<file path="src/ptfa_pkg.sv">
// ptfa_pkg: field widths, codes and shared structs of the inverted page table
// used by the channel interfaces, the frame cell and the top level
`timescale 1ns / 1ps

package ptfa_pkg;

  localparam int KIND_W   = 2;
  localparam int PID_W    = 16;
  localparam int PAGE_W   = 28;
  localparam int VA_W     = 32;
  localparam int SIZE_W   = 32;
  localparam int CFG_W    = 5;
  localparam int STATUS_W = 2;
  localparam int FRAME_W  = 6;
  localparam int PA_W     = 22;
  localparam int PG_EXT_W = 33;
  localparam int OFS_W    = 16;

  localparam logic [CFG_W-1:0] SHIFT_MIN   = 5'd4;
  localparam logic [CFG_W-1:0] SHIFT_MAX   = 5'd16;
  localparam logic [CFG_W-1:0] SHIFT_RESET = 5'd12;

  typedef enum logic [KIND_W-1:0] {
    KIND_ALLOC      = 2'd0,
    KIND_XLATE      = 2'd1,
    KIND_FREE_RANGE = 2'd2,
    KIND_FREE_PROC  = 2'd3
  } kind_t;

  typedef enum logic [STATUS_W-1:0] {
    STATUS_OK      = 2'd0,
    STATUS_MISS    = 2'd1,
    STATUS_MAPPED  = 2'd2,
    STATUS_NO_FREE = 2'd3
  } status_t;

  // request as seen by every cell
  typedef struct packed {
    kind_t                kind;
    logic [PID_W-1:0]     pid;
    logic [PAGE_W-1:0]    page;
    logic [PG_EXT_W-1:0]  start_pg;
    logic [PG_EXT_W-1:0]  end_pg;
  } req_t;

  typedef struct packed {
    logic cmp_en;
    logic commit_en;
    logic alloc_go;
  } ctl_t;

  // priority carry passed from cell to cell
  typedef struct packed {
    logic hit;
    logic free;
  } chain_t;

  typedef struct packed {
    logic hit;
    logic free;
  } sel_t;

endpackage

</file>
<file path="src/ptfa_cell.sv">
// ptfa_cell: one physical frame entry with its compare logic and priority carry
// depends on ptfa_pkg
`timescale 1ns / 1ps

module ptfa_cell (
  input  logic              clk,
  input  logic              rst_n,
  input  ptfa_pkg::req_t    req,
  input  ptfa_pkg::ctl_t    ctl,
  input  ptfa_pkg::chain_t  chain_in,
  output ptfa_pkg::chain_t  chain_out,
  output ptfa_pkg::sel_t    sel
);

  localparam int EW = ptfa_pkg::PG_EXT_W;
  localparam int PW = ptfa_pkg::PAGE_W;

  logic                          valid_r, valid_nxt;
  logic [ptfa_pkg::PID_W-1:0]    pid_r, pid_nxt;
  logic [PW-1:0]                 page_r, page_nxt;
  logic                          hit_r, hit_nxt;
  logic                          free_r, free_nxt;
  logic                          clr_r, clr_nxt;

  logic          pid_eq;
  logic          page_eq;
  logic [EW-1:0] page_ext;
  logic          in_range;

  assign page_ext = {{(EW-PW){1'b0}}, page_r};
  assign pid_eq   = valid_r && (pid_r == req.pid);
  assign page_eq  = (page_r == req.page);
  assign in_range = (page_ext >= req.start_pg) && (page_ext < req.end_pg);

  assign chain_out.hit  = chain_in.hit | hit_r;
  assign chain_out.free = chain_in.free | free_r;
  assign sel.hit        = hit_r & ~chain_in.hit;
  assign sel.free       = free_r & ~chain_in.free;

  always_comb begin
    hit_nxt  = hit_r;
    free_nxt = free_r;
    clr_nxt  = clr_r;
    if (ctl.cmp_en) begin
      hit_nxt  = pid_eq && page_eq;
      free_nxt = ~valid_r;
      clr_nxt  = pid_eq && ((req.kind == ptfa_pkg::KIND_FREE_PROC) ||
                            ((req.kind == ptfa_pkg::KIND_FREE_RANGE) && in_range));
    end
  end

  always_comb begin
    valid_nxt = valid_r;
    pid_nxt   = pid_r;
    page_nxt  = page_r;
    if (ctl.commit_en) begin
      if (ctl.alloc_go && sel.free) begin
        valid_nxt = 1'b1;
        pid_nxt   = req.pid;
        page_nxt  = req.page;
      end else if (clr_r) begin
        valid_nxt = 1'b0;
      end
    end
  end

  always_ff @(posedge clk) begin
    if (!rst_n) begin
      valid_r <= 1'b0;
    end else begin
      valid_r <= valid_nxt;
    end
  end

  always_ff @(posedge clk) begin
    pid_r  <= pid_nxt;
    page_r <= page_nxt;
    hit_r  <= hit_nxt;
    free_r <= free_nxt;
    clr_r  <= clr_nxt;
  end

endmodule

</file>
<file path="config.mk">
export PLATFORM = sky130hd
export DESIGN_NAME = ptfa_cell
export DESIGN_NICKNAME = d
export VERILOG_FILES = /design/src/ptfa_pkg.sv /design/src/ptfa_cell.sv
export SDC_FILE = /design/constraint.sdc
export NUM_CORES = 1
export LEC_CHECK = 0
export BUFFER_PORTS_ARGS = -buffer_cell sky130_fd_sc_hd__buf_2
export CAP_MARGIN = 15
export CORE_MARGIN = 1.5
export CORE_UTILIZATION = 25
export DETAILED_ROUTE_END_ITERATION = 16
export GPL_ROUTABILITY_DRIVEN = 1
export HOLD_SLACK_MARGIN = 0.1
export PLACE_DENSITY = 0.48
export SLEW_MARGIN = 20
export SYNTH_ARGS = -nofsm -noshare
export SYNTH_HDL_FRONTEND = slang
export SYNTH_SLANG_ARGS = --single-unit
</file>
<file path="constraint.sdc">
create_clock -name clk -period 5.3 [get_ports clk]
set_input_delay 1.06 -clock clk [delete_from_list [all_inputs] [get_ports clk]]
set_output_delay 1.06 -clock clk [all_outputs]
set_load 0.03 [all_outputs]
</file>
=== Word-level counts from Yosys, hierarchy flattened ===
Index checks and enable logic that the tools add are counted.

* Input port bits: 119
* Register bits: 48

* $lt $le $gt $ge: 2
* Reduce and logical (&&, ||, !) cells: 10
* Bitwise gates (word level): 7
* Equality and inequality tests: 4
* Multiplexer cells: 2

{| class="wikitable"
|+ Operators with widths
! cell !! number
|-
| $ge 28x33->1 || 1
|-
| $lt 28x33->1 || 1
|-
| $eq 28x28->1 || 1
|-
| $eq 16x16->1 || 1
|-
| $logic_and 1x1->1 || 6
|-
| $eq 2x2->1 const B || 2
|-
| $reduce_and 2->1 || 2
|-
| $not 1->1 || 3
|-
| $and 1x1->1 || 2
|-
| $mux 1 || 2
|-
| $or 1x1->1 || 2
|-
| $reduce_bool 2->1 || 1
|-
| $logic_or 1x1->1 || 1
|}

=== Logic depth before layout (Yosys ltp) ===
* Word-level depth: 5
* Mapped depth: 8

=== Least setup slack after synthesis ===
OpenSTA, ideal clock, no wires.

* Kind: input port to flip-flop
* Start point: input chain_in[0] in the netlist's numbering
* End point: register page_r[0], enable pin
* Slack: 2.144 ns
* Data required time: 4.893 ns
* Data arrival time: 2.749 ns
* Buffers on the path: 0
* Library setup time: 0.407 ns
* Cell stages on the path: 2
* Cell sequence: nor2b_1 -> and3_1

* Cells in the longest elaborated chain, start to end: 4

{| class="wikitable"
|+ Ends and longest elaborated chain
! item !! RTL line !! source
|-
| start: declaration || ptfa_cell.sv:10 || <nowiki>input ptfa_pkg::chain_t chain_in,</nowiki>
|-
| $not 1->1 || ptfa_cell.sv:38 || <nowiki>assign sel.free = free_r & ~chain_in.free;</nowiki>
|-
| $and 1x1->1 || ptfa_cell.sv:38 ||
|-
| $logic_and 1x1->1 || ptfa_cell.sv:57 || <nowiki>if (ctl.alloc_go && sel.free) begin</nowiki>
|-
| $reduce_and 2->1 (no source line) || - ||
|-
| end signal: assignment || ptfa_cell.sv:77 || <nowiki>page_r <= page_nxt;</nowiki>
|-
| end: declaration || ptfa_cell.sv:20 || <nowiki>logic [PW-1:0] page_r, page_nxt;</nowiki>
|}

Every way passes these cells.
A chain may end at the register's enable or synchronous reset.

==> summary.log <==
[yosys] Post-Synth XOR/XNOR Area 0.114
[clocking] clock tree buffer depth 2
[route] average via count per standard cell 4.28
[yosys] adder-cell share of the synthesized area 0.204
[global_routing] vias in the first global route 2757
[floorplan] Std-Cell Rows 42
[yosys] largest area contributor in the synthesized netlist edfxtp_1
[yosys] share of synthesized area occupied by flip-flops and latches 0.424
[place] hpwl dp 7.58 mm
[sta] Tightest Pin Transition 0.662 ns
[sta] final worst path period share 0.501
[yosys] Synth Area in Simple Gates 0.112
[yosys] Async S/R FF share, synth 0
[global_routing] GRT overflow 0
[sta] Period minus WS final 2.66 ns
[critical_path] CP cell instances buf_2 -> or2_2 -> buf_2
[floorplan] die height 119 µm
[route] initial detailed-routing violation count 112
[sta] clock skew after layout 0.00587 ns
[critical_path] WS Path Type primary input to output port
[critical_path] Top delay family on crit path buffers and inverters
[critical_path] worst path bufs/invs 2
[sta] setup repair after global routing missed its margin no
[global_routing] GR Util met2 0.219
[yosys] proportion of netlist area held by the largest area contributor 0.418
[layout] filler cell count 1372
[critical_path] Worst Setup End Kind output port
[layout] count of nets after finishing 621
[global_routing] global route hottest layer met2
[route] post-detailed-route count of antenna-violating nets 0
[global_routing] met1 Usage GRT 0.168
[sta] count of final max-slew check failures 0
[layout] area used by sequential logic in the layout 1430 µm²
[run] max-cap violations 0
[critical_path] delay of the slowest cell on the worst path 0.26 ns
[route] DRT Wirelength 8.86 mm
[min_path] class of the tightest hold or removal check flip-flop to flip-flop
[route] DR vias 2677
[clocking] Clk Tree Root Cell clkbuf_16
[yosys] dominant combinational cell family by area after synthesis adder cells
[critical_path] Crit path top cell by count buf_2
[yosys] dominant register cell in the synthesized netlist edfxtp_1
[yosys] leading post-synthesis cells by cell area edfxtp_1, ha_1, xnor2_1
[yosys] Yosys Warn Count 0
[critical_path] type of origin of the critical path primary input
[clocking] total clock buffers created by CTS 5
[critical_path] slowest stage cell on the critical path or2_2
[floorplan] Die Footprint 14200 µm²
[floorplan] total core area 13200 µm²
[power_and_ir_drop] VDD IR-drop max 123 µV
[run_status] run status complete, no violations
[clocking] source-to-sink clock delay at the later pin of the worst-skew pair 0.29 ns
[layout] Finished Layout Cells 625
[clocking] count of H-tree levels built during CTS 2
[critical_path] data arrival time of the critical path 1.60 ns
[critical_path] data required time at the worst endpoint 4.24 ns
[yosys] Cell variety after synth 34
[route] remaining routing DRC violations 0
[global_routing] pin count of the biggest net entering global routing 46
[sta] max_slew headroom 0.559
[layout] layout cell share with drive strength beyond 1 0.301
[power_and_ir_drop] Power Density 212 nW/µm²
[floorplan] I/O pin cnt 123
[critical_path] CP max FO 2
[yosys] number of synthesized flops with an enable pin 47
[yosys] complex-gate fraction of the synthesized area 0.0835
[floorplan] effective utilization at floorplan 0.256
[clocking] total clock sinks 48
[clocking] count of cells resized by post-cts repair 0
[place] Routability Congestion 0.816
[global_routing] GRT met3 Usage 0.0206
[yosys] Gate Count Post-Synth 318
[route] Initial DRT Pass Iterations 4
[clocking] post-cts hold buffer count 0
[global_routing] overall global routing resource usage 0.129
[sta] final setup vio count 0
[yosys] flop and latch count out of synthesis 48
[sta] Final Hold Viols 0
[place] Placed Cells incl. Taps 616
[global_routing] number of antenna violations at the first check in global routing 1
[clocking] setup repair bufs after CTS 0
[yosys] multiplexer fraction of the synthesized cell area 0
[layout] Area Growth Syn to Fin 29.4%
[global_routing] wire length of the first global-routing pass 13.9 mm
[yosys] net count of the mapped netlist 492
[clocking] clock transition at the register clock pins on the worst setup and hold paths after CTS 0.07 ns
[place] number of buffers added on ports 122
[sta] Total Negative Setup Slacks 0 ns
[power_and_ir_drop] static leakage power 2.03 nW
[sta] highest attainable clock frequency 0.376 GHz
[yosys] synthesized area per cell 10.6 µm²
[clocking] CTS tree done
[floorplan] Die Wd 119 µm
[route] WL per Instance 14.2 µm
[layout] area taken by multi-input logic gates 1740 µm²
[yosys] Mapped Area 3370 µm²
-- Yosys cell counts (2+ instances only) --
| master | n |
|---|---|
| o21bai_1 | 2 |
| ha_1 | 55 |
| edfxtp_1 | 47 |
| inv_1 | 56 |
| and3_1 | 2 |
| xor2_1 | 16 |
| nand4_1 | 17 |
| nor2b_1 | 5 |
| or2_2 | 2 |
| nor3_1 | 5 |
| o21ai_0 | 6 |
| a21oi_1 | 22 |
| nor4_1 | 4 |
| nand3_1 | 6 |
| a211oi_1 | 3 |
| xnor2_1 | 28 |
| nand2_1 | 11 |
| a21o_1 | 4 |
| o31ai_1 | 2 |
| nor2_1 | 11 |
-- where the power goes --
group	total (mW)	switching, mW	leakage [nW]	internal, mW
Combinational	0.155	0.0772	1.52	0.0776
Sequential	0.437	0.00796	0.440	0.429
Clock	0.336	0.146	0.0773	0.189
Total	0.927	0.232	2.03	0.696
-- placed cells by master, fill, tap and decap left out, types with 3 or more instances in the layout --
cell type / synthesis / layout
a211oi_1: 3 / 3
a21o_1: 4 / 4
a21oi_1: 22 / 22
buf_2: 0 / 122
clkbuf_16: 0 / 5
edfxtp_1: 47 / 47
ha_1: 55 / 55
inv_1: 56 / 56
nand2_1: 11 / 11
nand3_1: 6 / 6
nand4_1: 17 / 17
nor2_1: 11 / 11
nor2b_1: 5 / 5
nor3_1: 5 / 5
nor4_1: 4 / 4
o21ai_0: 6 / 6
xnor2_1: 28 / 28
xor2_1: 16 / 16
-- metal layers --
metal,routed length [µm],share of wire
met1,4190,0.47
met2,4150,0.47
met4,172,0.019
met5,0,0
met3,354,0.040
-- final cells by class --
class	instances	share of cell area
Clock buffer	6	0.0318
Clock inverter	2	0.00315
Antenna cell	1	0.000573
Timing Repair Buffer	122	0.140
Inverter	56	0.0482
Tap cell	176	0.0505
Multi-Input combinational cell	214	0.398
Sequential cell	48	0.328
-- worst reg2reg max path: cells and delay by family, from the launching register on --
family                   cells  cell delay [ns]
flip-flops                   1             0.46
adder cells (fa/ha/maj)      1             0.33
AO/OA/AOI/OAI                5             0.74
AND/OR/NAND/NOR              1             0.35
-- path summary, 6_finish.rpt --
path                             startpoint      endpoint  slack (ns)  cells after the start
worst min-delay path                valid_r        free_r        0.49                      1
worst max-delay path            chain_in[0]  chain_out[0]        2.64                      3
worst max register to register   page_r[26]         clr_r        3.26                      7
worst min register to register      valid_r        free_r        0.49                      1
-- registers in the layout (all words and copies together), names as in the netlist --
| name | flops |
|---|---|
| page_r | 28 |
| pid_r | 16 |
| clr_r | 1 |
| free_r | 1 |
| hit_r | 1 |
| valid_r | 1 |
-- cell families (layout without fill, tap and decap cells) --
| family | after synthesis | after routing |
|---|---|---|
| compound gates | 46 | 46 |
| xor+xnor | 44 | 44 |
| fa+ha+maj | 55 | 55 |
| buf+inv | 56 | 186 |
| flops | 48 | 48 |
| other cells | 0 | 1 |
| simple gates | 69 | 69 |
-- metrics by stage --
| stage | total power [mW] | setup slack [ns] | hold slack [ns] | instance area [µm²] | util |
|---|---|---|---|---|---|
| after floorplan | 0.525 | 2.14 | 0.449 | 3370 | - |
| after global placement | 0.599 | 2.59 | 0.465 | 4210 | 0.319 |
| after detailed placement | 0.603 | 2.55 | 0.467 | 4210 | 0.319 |
| after CTS | 0.941 | 2.64 | 0.485 | 4360 | 0.330 |
| after global routing | 0.975 | 2.63 | 0.506 | 4360 | 0.331 |
| final | 0.927 | 2.64 | 0.489 | 4360 | 0.331 |
Power figures use the tool's default switching activity.
